$ cat src/rtl/dist_pkg.sv
// ----------------------------------------------------------------------------
// Disjoint interval set table package
// Operation and status codes and the sequencer state type.
// ----------------------------------------------------------------------------
package dist_pkg;

    // Operation codes carried in the input tuser.
    typedef enum logic [2:0] {
        OP_INSERT = 3'd0,
        OP_REMOVE = 3'd1,
        OP_INVERT = 3'd2,
        OP_FILL   = 3'd3,
        OP_CLEAR  = 3'd4,
        OP_LIST   = 3'd5
    } t_op;

    // Status codes returned in the result.
    typedef enum logic [2:0] {
        ST_OK            = 3'd0,
        ST_OVERLAP       = 3'd1,
        ST_NOT_CONTAINED = 3'd2,
        ST_FULL          = 3'd3,
        ST_ORDER         = 3'd4
    } t_status;

    // Sequencer states.
    typedef enum logic [3:0] {
        S_IDLE,
        S_INS_SCAN,
        S_REM_SCAN,
        S_SHIFT_DN,
        S_SHIFT_UP,
        S_INS_PUT,
        S_INV_SCAN,
        S_LIST,
        S_RESP
    } t_state;

    // Fixed field widths of the stream payload.
    localparam int FIELD_BITS = 31;
    localparam int COUNT_BITS = 5;

endpackage

$ cat src/rtl/disjoint_interval_set_table.sv
// ----------------------------------------------------------------------------
// Disjoint interval set table
// Sorted table of disjoint inclusive ranges with insert, remove, invert,
// fill, clear and list operations.
// ----------------------------------------------------------------------------
// One transaction is taken at a time. A sequencer walks the table through a
// single registered read port, one entry per cycle, and moves entries one per
// cycle when a range is inserted or deleted. The moves continue from where the
// scan stopped, so they add no more than the entries left above that point.
// Invert makes two passes over the table. Fill, clear, unused codes and a
// range with low above high go straight to the result. List gives one result
// transaction per cycle while the output side accepts. The next input
// transaction is taken while the last result still waits.
module disjoint_interval_set_table
    import dist_pkg::*;
#(
    parameter int MAX_RANGES = 16,
    parameter int VALUE_BITS = 31
) (
    input  logic        i_clk,
    input  logic        i_rst_n,
    input  logic        s_axis_tvalid,
    output logic        s_axis_tready,
    input  logic [63:0] s_axis_tdata,   // range_low[30:0], range_high[61:31]
    input  logic [2:0]  s_axis_tuser,   // operation[2:0]
    output logic        m_axis_tvalid,
    input  logic        m_axis_tready,
    output logic [71:0] m_axis_tdata,   // status, range_count, entry_low, entry_high
    output logic        m_axis_tuser,   // entry_valid
    output logic        m_axis_tlast
);

    localparam int AW = (MAX_RANGES > 1) ? $clog2(MAX_RANGES) : 1;
    localparam int IW = $clog2(MAX_RANGES + 2);
    localparam int VW = VALUE_BITS;
    localparam logic [VW-1:0] VMAX = {VW{1'b1}};
    localparam logic [IW-1:0] MAXC = IW'(MAX_RANGES);

    t_state r_state, n_state;
    logic [IW-1:0] r_count, n_count, r_idx, n_idx, r_pos, n_pos, r_g, n_g;
    logic [VW-1:0] r_lo, n_lo, r_hi, n_hi, r_plow, n_plow, r_phigh, n_phigh;
    logic [VW-1:0] r_ilo, n_ilo, r_ihi, n_ihi, r_cur, n_cur;
    logic          r_hp, n_hp, r_done, n_done, r_pass, n_pass;
    t_status       r_status, n_status;
    logic          r_ov, n_ov, r_ev, n_ev, r_last, n_last;
    logic [2:0]    r_ost, n_ost;
    logic [IW-1:0] r_ocnt, n_ocnt;
    logic [VW-1:0] r_olo, n_olo, r_ohi, n_ohi;

    logic          we;
    logic [IW-1:0] waddr;
    logic [VW-1:0] wlow, whigh, rlow, rhigh;
    logic          out_free, in_acc;
    logic [VW-1:0] in_lo, in_hi;

    dist_table #(.MAX_RANGES(MAX_RANGES), .VALUE_BITS(VALUE_BITS)) u_table (
        .i_clk   (i_clk),
        .i_we    (we),
        .i_waddr (waddr[AW-1:0]),
        .i_wlow  (wlow),
        .i_whigh (whigh),
        .i_raddr (n_idx[AW-1:0]),
        .o_rlow  (rlow),
        .o_rhigh (rhigh)
    );

    assign s_axis_tready = (r_state == S_IDLE);
    assign in_acc   = s_axis_tvalid && s_axis_tready;
    assign out_free = !r_ov || m_axis_tready;
    assign in_lo    = VW'(s_axis_tdata[30:0]);
    assign in_hi    = VW'(s_axis_tdata[61:31]);

    // State register.
    always_ff @(posedge i_clk) begin
        if (!i_rst_n) begin
            r_state <= S_IDLE;
            r_count <= '0;
            r_ov    <= 1'b0;
        end else begin
            r_state <= n_state;
            r_count <= n_count;
            r_ov    <= n_ov;
        end
    end

    // Working and payload registers.
    always_ff @(posedge i_clk) begin
        r_idx <= n_idx;    r_pos <= n_pos;    r_g <= n_g;
        r_lo <= n_lo;      r_hi <= n_hi;      r_plow <= n_plow;
        r_phigh <= n_phigh; r_ilo <= n_ilo;   r_ihi <= n_ihi;
        r_cur <= n_cur;    r_hp <= n_hp;      r_done <= n_done;
        r_pass <= n_pass;  r_status <= n_status;
        r_ev <= n_ev;      r_last <= n_last;  r_ost <= n_ost;
        r_ocnt <= n_ocnt;  r_olo <= n_olo;    r_ohi <= n_ohi;
    end

    // Sequencer: next state, table writes and result loading.
    always_comb begin
        n_state = r_state;  n_count = r_count;  n_idx = r_idx;
        n_pos = r_pos;      n_g = r_g;          n_lo = r_lo;
        n_hi = r_hi;        n_plow = r_plow;    n_phigh = r_phigh;
        n_ilo = r_ilo;      n_ihi = r_ihi;      n_cur = r_cur;
        n_hp = r_hp;        n_done = r_done;    n_pass = r_pass;
        n_status = r_status;
        n_ov = r_ov && !m_axis_tready;
        n_ev = r_ev;  n_last = r_last;  n_ost = r_ost;
        n_ocnt = r_ocnt;  n_olo = r_olo;  n_ohi = r_ohi;
        we = 1'b0;  waddr = r_idx;  wlow = rlow;  whigh = rhigh;

        unique case (r_state)
            S_IDLE: begin
                if (in_acc) begin
                    n_lo = in_lo;  n_hi = in_hi;  n_idx = '0;
                    n_hp = 1'b0;   n_status = ST_OK;
                    n_cur = '0;    n_g = '0;  n_done = 1'b0;  n_pass = 1'b0;
                    n_state = S_RESP;
                    unique case (s_axis_tuser)
                        OP_INSERT: begin
                            if (in_lo > in_hi) n_status = ST_ORDER;
                            else n_state = S_INS_SCAN;
                        end
                        OP_REMOVE: begin
                            if (in_lo > in_hi) n_status = ST_ORDER;
                            else n_state = S_REM_SCAN;
                        end
                        OP_INVERT: n_state = S_INV_SCAN;
                        OP_FILL: begin
                            we = 1'b1;  waddr = '0;  wlow = '0;  whigh = VMAX;
                            n_count = IW'(1);
                        end
                        OP_CLEAR: n_count = '0;
                        OP_LIST: begin
                            if (r_count != '0) n_state = S_LIST;
                        end
                        default: ;
                    endcase
                end
            end

            S_INS_SCAN: begin
                if (r_idx < r_count && rlow < r_lo) begin
                    n_plow = rlow;  n_phigh = rhigh;  n_hp = 1'b1;
                    n_idx = r_idx + 1'b1;
                end else begin
                    n_state = S_RESP;
                    if ((r_hp && r_phigh >= r_lo) || (r_idx < r_count && rlow <= r_hi)) begin
                        n_status = ST_OVERLAP;
                    end else if (r_hp && r_phigh + 1'b1 == r_lo
                                 && r_idx < r_count && r_hi + 1'b1 == rlow) begin
                        // Joins both neighbors: widen the lower one, drop the upper.
                        we = 1'b1;  waddr = r_idx - 1'b1;  wlow = r_plow;  whigh = rhigh;
                        n_idx = r_idx + 1'b1;
                        n_state = S_SHIFT_DN;
                    end else if (r_hp && r_phigh + 1'b1 == r_lo) begin
                        we = 1'b1;  waddr = r_idx - 1'b1;  wlow = r_plow;  whigh = r_hi;
                    end else if (r_idx < r_count && r_hi + 1'b1 == rlow) begin
                        we = 1'b1;  wlow = r_lo;  whigh = rhigh;
                    end else if (r_count >= MAXC) begin
                        n_status = ST_FULL;
                    end else begin
                        n_pos = r_idx;  n_ilo = r_lo;  n_ihi = r_hi;
                        if (r_idx == r_count) n_state = S_INS_PUT;
                        else begin
                            n_idx = r_count - 1'b1;
                            n_state = S_SHIFT_UP;
                        end
                    end
                end
            end

            S_REM_SCAN: begin
                if (r_idx >= r_count) begin
                    n_status = ST_NOT_CONTAINED;
                    n_state = S_RESP;
                end else if (rlow <= r_lo && r_hi <= rhigh) begin
                    n_state = S_RESP;
                    if (rlow == r_lo && rhigh == r_hi) begin
                        n_idx = r_idx + 1'b1;
                        n_state = S_SHIFT_DN;
                    end else if (rlow == r_lo) begin
                        we = 1'b1;  wlow = r_hi + 1'b1;
                    end else if (rhigh == r_hi) begin
                        we = 1'b1;  whigh = r_lo - 1'b1;
                    end else if (r_count >= MAXC) begin
                        n_status = ST_FULL;
                    end else begin
                        // Split: keep the lower part here, insert the upper part after it.
                        we = 1'b1;  whigh = r_lo - 1'b1;
                        n_pos = r_idx + 1'b1;  n_ilo = r_hi + 1'b1;  n_ihi = rhigh;
                        if (r_idx + 1'b1 == r_count) n_state = S_INS_PUT;
                        else begin
                            n_idx = r_count - 1'b1;
                            n_state = S_SHIFT_UP;
                        end
                    end
                end else begin
                    n_idx = r_idx + 1'b1;
                end
            end

            // Close the hole: entry at r_idx moves down by one.
            S_SHIFT_DN: begin
                if (r_idx < r_count) begin
                    we = 1'b1;  waddr = r_idx - 1'b1;
                    n_idx = r_idx + 1'b1;
                end else begin
                    n_count = r_count - 1'b1;
                    n_state = S_RESP;
                end
            end

            // Open a hole: entry at r_idx moves up by one.
            S_SHIFT_UP: begin
                we = 1'b1;  waddr = r_idx + 1'b1;
                if (r_idx == r_pos) n_state = S_INS_PUT;
                else n_idx = r_idx - 1'b1;
            end

            S_INS_PUT: begin
                we = 1'b1;  waddr = r_pos;  wlow = r_ilo;  whigh = r_ihi;
                n_count = r_count + 1'b1;
                n_state = S_RESP;
            end

            // Two passes over the table: count the gaps, then write them.
            S_INV_SCAN: begin
                if (r_idx < r_count && !r_done) begin
                    if (rlow > r_cur) begin
                        we = r_pass;  waddr = r_g;  wlow = r_cur;  whigh = rlow - 1'b1;
                        n_g = r_g + 1'b1;
                    end
                    if (rhigh == VMAX) n_done = 1'b1;
                    else n_cur = rhigh + 1'b1;
                    n_idx = r_idx + 1'b1;
                end else begin
                    if (!r_pass) begin
                        if (r_g + IW'(!r_done) > MAXC) begin
                            n_status = ST_FULL;
                            n_state = S_RESP;
                        end else begin
                            n_pass = 1'b1;  n_idx = '0;  n_g = '0;
                            n_cur = '0;     n_done = 1'b0;
                        end
                    end else begin
                        we = !r_done;  waddr = r_g;  wlow = r_cur;  whigh = VMAX;
                        n_count = r_g + IW'(!r_done);
                        n_state = S_RESP;
                    end
                end
            end

            S_LIST: begin
                if (out_free) begin
                    n_ov = 1'b1;  n_ev = 1'b1;  n_ost = ST_OK;  n_ocnt = r_count;
                    n_olo = rlow;  n_ohi = rhigh;
                    n_last = (r_idx + 1'b1 == r_count);
                    if (n_last) n_state = S_IDLE;
                    else n_idx = r_idx + 1'b1;
                end
            end

            S_RESP: begin
                if (out_free) begin
                    n_ov = 1'b1;  n_ev = 1'b0;  n_ost = r_status;  n_ocnt = r_count;
                    n_olo = '0;  n_ohi = '0;  n_last = 1'b1;
                    n_state = S_IDLE;
                end
            end

            default: n_state = S_IDLE;
        endcase
    end

    assign m_axis_tvalid = r_ov;
    assign m_axis_tuser  = r_ev;
    assign m_axis_tlast  = r_last;
    assign m_axis_tdata  = {2'b00, FIELD_BITS'(r_ohi), FIELD_BITS'(r_olo),
                            COUNT_BITS'(r_ocnt), r_ost};

    // The stored count never exceeds the table depth.
    a_count_bound: assert property (@(posedge i_clk) disable iff (!i_rst_n)
        r_count <= MAXC) else $error("range count above table depth");

    // A listed range always carries status OK.
    a_list_ok: assert property (@(posedge i_clk) disable iff (!i_rst_n)
        (r_ov && r_ev) |-> (r_ost == ST_OK)) else $error("listed range with error status");

    // A result that is not a listed range ends its transaction group.
    a_single_last: assert property (@(posedge i_clk) disable iff (!i_rst_n)
        (r_ov && !r_ev) |-> r_last) else $error("status result without last");

    // The count only changes while an operation is in progress.
    a_count_idle: assert property (@(posedge i_clk) disable iff (!i_rst_n)
        ($past(r_state) == S_IDLE && !$past(in_acc)) |-> $stable(r_count))
        else $error("count changed while idle");

endmodule

$ cat src/rtl/dist_table.sv
// ----------------------------------------------------------------------------
// Range table storage
// One write port and one registered read port holding range bounds.
// ----------------------------------------------------------------------------
module dist_table #(
    parameter int MAX_RANGES = 16,
    parameter int VALUE_BITS = 31,
    localparam int AW = (MAX_RANGES > 1) ? $clog2(MAX_RANGES) : 1
) (
    input  logic                  i_clk,
    input  logic                  i_we,
    input  logic [AW-1:0]         i_waddr,
    input  logic [VALUE_BITS-1:0] i_wlow,
    input  logic [VALUE_BITS-1:0] i_whigh,
    input  logic [AW-1:0]         i_raddr,
    output logic [VALUE_BITS-1:0] o_rlow,
    output logic [VALUE_BITS-1:0] o_rhigh
);

    logic [VALUE_BITS-1:0] r_low  [MAX_RANGES];
    logic [VALUE_BITS-1:0] r_high [MAX_RANGES];

    // Write port.
    always_ff @(posedge i_clk) begin
        if (i_we) begin
            r_low[i_waddr]  <= i_wlow;
            r_high[i_waddr] <= i_whigh;
        end
    end

    // Registered read port; a read returns the contents before a same-cycle write.
    always_ff @(posedge i_clk) begin
        o_rlow  <= r_low[i_raddr];
        o_rhigh <= r_high[i_raddr];
    end

endmodule

$ cat config.mk
export PLATFORM = sky130hd
export DESIGN_NAME = disjoint_interval_set_table
export DESIGN_NICKNAME = d
export VERILOG_FILES = /design/src/rtl/dist_pkg.sv /design/src/rtl/disjoint_interval_set_table.sv /design/src/rtl/dist_table.sv
export SDC_FILE = /design/constraint.sdc
export NUM_CORES = 2
export LEC_CHECK = 0
export BUFFER_PORTS_ARGS = -buffer_cell sky130_fd_sc_hd__clkbuf_2
export CAP_MARGIN = 15
export CORE_ASPECT_RATIO = 0.9
export CORE_MARGIN = 2
export CORE_UTILIZATION = 55
export CTS_BUF_LIST = sky130_fd_sc_hd__clkbuf_8
export DETAILED_ROUTE_END_ITERATION = 8
export GPL_TIMING_DRIVEN = 0
export PLACE_DENSITY = 0.71
export SYNTH_ARGS = -nofsm -noshare
export SYNTH_HDL_FRONTEND = slang
export SYNTH_SLANG_ARGS = --single-unit
$ cat constraint.sdc
create_clock -name i_clk -period 19.2 [get_ports i_clk]
set_input_delay 3.84 -clock i_clk [delete_from_list [all_inputs] [get_ports i_clk]]
set_output_delay 3.84 -clock i_clk [all_outputs]
set_load 0.05 [all_outputs]
==> reports/results.tsv <==
metric	value	unit
drv_cap	0	
skew	0.0843	ns
start_util	0.556	
status	finished clean	
period_share	0.472	
dp_hpwl	216	mm
ant_nets	0	
crit_arrival	9.85	ns
syn_area	67500	µm²
clock_sinks	1374	
report.final.hold_viol_count	0	
worstHoldPathCells	0	
fin_nets	6519	
die_h	336	µm
slew_headroom	0.0482	
synth.top_cell.area_share	0.578	
crit_path_start_kind	register	
rsz0062_at_grt	false	
critical_path_required	19.98	ns
hold_buffers	0	
fmax	0.110	GHz
final_cells	8041	
endpoint_kind	register	
floorplan.rows	121	
synth_edf_count	1298	
cts_inserted_buffers	214	
num_io_pins	147	
cts_root_buffer	clkbuf_8	
crit_fanout	10	
wl_per_cell	36.3	µm
final_common_cell	edfxtp_1	
ys_warn_count	0	
grt_pass1_vias	53800	
cts_post_setup_buffers_inserted	0	
final_cell_mix	edfxtp_1, o21ai_0, clkbuf_1	
cts.htree.levels	4	
dpl.cell_count	7617	
n_fill_cell	9547	
gp_congestion	1.03	
syn_avg_cell_area	11.7	µm²
drt-vias-per-instance	7.25	
clockBufferDepth	3	
grt_use_total	0.457	
clk_transition_reported_paths	0.06	ns
die_x	373	µm
ys_seq_area_frac	0.600	
die-area	126000	µm²
port_buffers	142	
drc	0	
async_reset_ff_frac	0	
yosys_most_used_dff	edfxtp_1	
synth_seq_cells	1374	
rr_worst_depth	20	
first_pass_iters	7	
regArea	40500	µm²
gr-total-overflow	0	
period_needed	9.07	ns
vias	58300	
synth_top_area_cell	edfxtp_1	
clock_latency	1.00	ns
core	121000	µm²
antenna_found_initial	18	
setup_viol_count_final	0	
worstMarginPinSlew	1.43	ns
synthTopCellsByArea	edfxtp_1, o21ai_0, ha_1, a32oi_1, mux2i_1	
drive_gt1_frac	0.117	
ys_types	81	
grt_max_degree	45	
min_path_type	register to register	
synthToLayoutAreaGrowth	13.5	%
drt-initial-drc-count	10500	
final-max-slew-violation-count	0	
cts_resized	0	
cts_tree	done	
synthCells	5751	
crit_type	register to register	
grt_pass1_wl	403	mm
drt-total-wl	292	mm
multiInputGateArea	24600	µm²
kinds of logic (layout without fill, tap and decap cells):
family | Yosys count | in the layout | share of synthesized area
other cells | 1 | 16 | 0.0000556
buf+inv | 685 | 1361 | 0.0402
simple gates | 1234 | 1234 | 0.0904
fa+ha+maj | 204 | 204 | 0.0378
compound gates | 1847 | 1847 | 0.174
xor+xnor | 189 | 189 | 0.0253
mux | 217 | 217 | 0.0322
flops | 1374 | 1374 | 0.600
cells in the mapped netlist (37+ instances only):
library cell,instances
a211oi_1,48
o211ai_1,39
nor2b_1,48
a31oi_1,275
nand2_1,260
a221oi_1,39
buf_2,89
nand3_1,337
a21o_1,53
edfxtp_1,1298
nor2_1,248
clkbuf_1,355
xnor2_1,140
nor4_1,44
a32oi_1,248
o21ai_0,749
dfxtp_1,76
nand4_1,80
buf_1,37
xor2_1,45
inv_1,192
nor3_1,59
ha_1,204
a21oi_1,206
mux2i_1,216
state kept, by name (all words and copies together) (netlist names), 3 cells and up:
signal	count
u_table.o_rhigh	31
r_status	3
r_hi	31
r_cur	31
r_plow	31
r_ihi	31
r_pos	5
u_table.r_low	496
r_g	5
u_table.o_rlow	31
r_count	5
r_olo	31
r_ohi	31
r_idx	5
r_lo	31
u_table.r_high	496
r_ost	3
r_ocnt	5
r_phigh	31
r_ilo	31
r_state	4
final timing paths:
path	startpoint	to	slack [ns]
max	r_count[4]	u_table.o_rhigh[2]	10.13
min	r_count[2]	r_ocnt[2]	0.42
max reg2reg	r_count[4]	u_table.o_rhigh[2]	10.13
min reg2reg	r_count[2]	r_ocnt[2]	0.42
critical path, stage by stage (launching register included):
cell,delay [ns]
dfxtp_1,0.33
clkbuf_1,0.32
inv_1,0.22
ha_1,0.35
and3_1,0.16
o21ai_0,0.14
and2_1,0.18
buf_1,0.88
nand4_1,0.34
nor4b_1,0.74
nand3_1,0.25
nor4_4,1.06
mux2i_1,0.45
o21a_1,0.22
clkbuf_1,0.40
clkbuf_1,0.82
clkbuf_1,0.69
nand3_1,0.35
a32oi_1,0.32
mux2i_1,0.11
mux2i_1,0.48
layer usage:
metal / part of all wire / routed length, µm / GRT usage
met5: 0.00022 / 65 / 0
met4: 0.056 / 16300 / 0.225
met3: 0.17 / 48300 / 0.183
met2: 0.40 / 116000 / 0.618
met1: 0.38 / 112000 / 0.636
area by class of cell:
| class | instances | area share |
|---|---|---|
| multi-input combinational | 3693 | 0.321 |
| tap | 1599 | 0.0261 |
| sequential | 1374 | 0.529 |
| clock buffer | 245 | 0.0440 |
| timing repair buffer | 276 | 0.0319 |
| buffer | 491 | 0.0259 |
| inverter | 194 | 0.00954 |
| clock inverter | 155 | 0.0116 |
| antenna | 14 | 0.000458 |
through the flow:
step                hold WS, ns   util  instance area, µm²  setup TNS (ns)  setup slack [ns]
floorplan                 0.406      -               67500               0              4.98
detailed placement        0.415  0.595               72200               0             10.69
CTS                       0.425  0.630               76400               0             10.63
global placement          0.411  0.579               70200         -495.26             -7.41
global route              0.438  0.631               76500               0             10.21
finish                    0.425  0.631               76600               0             10.13
Power is not shown: default switching activity piles up to over one toggle a cycle in this logic, so the estimate is an artifact.
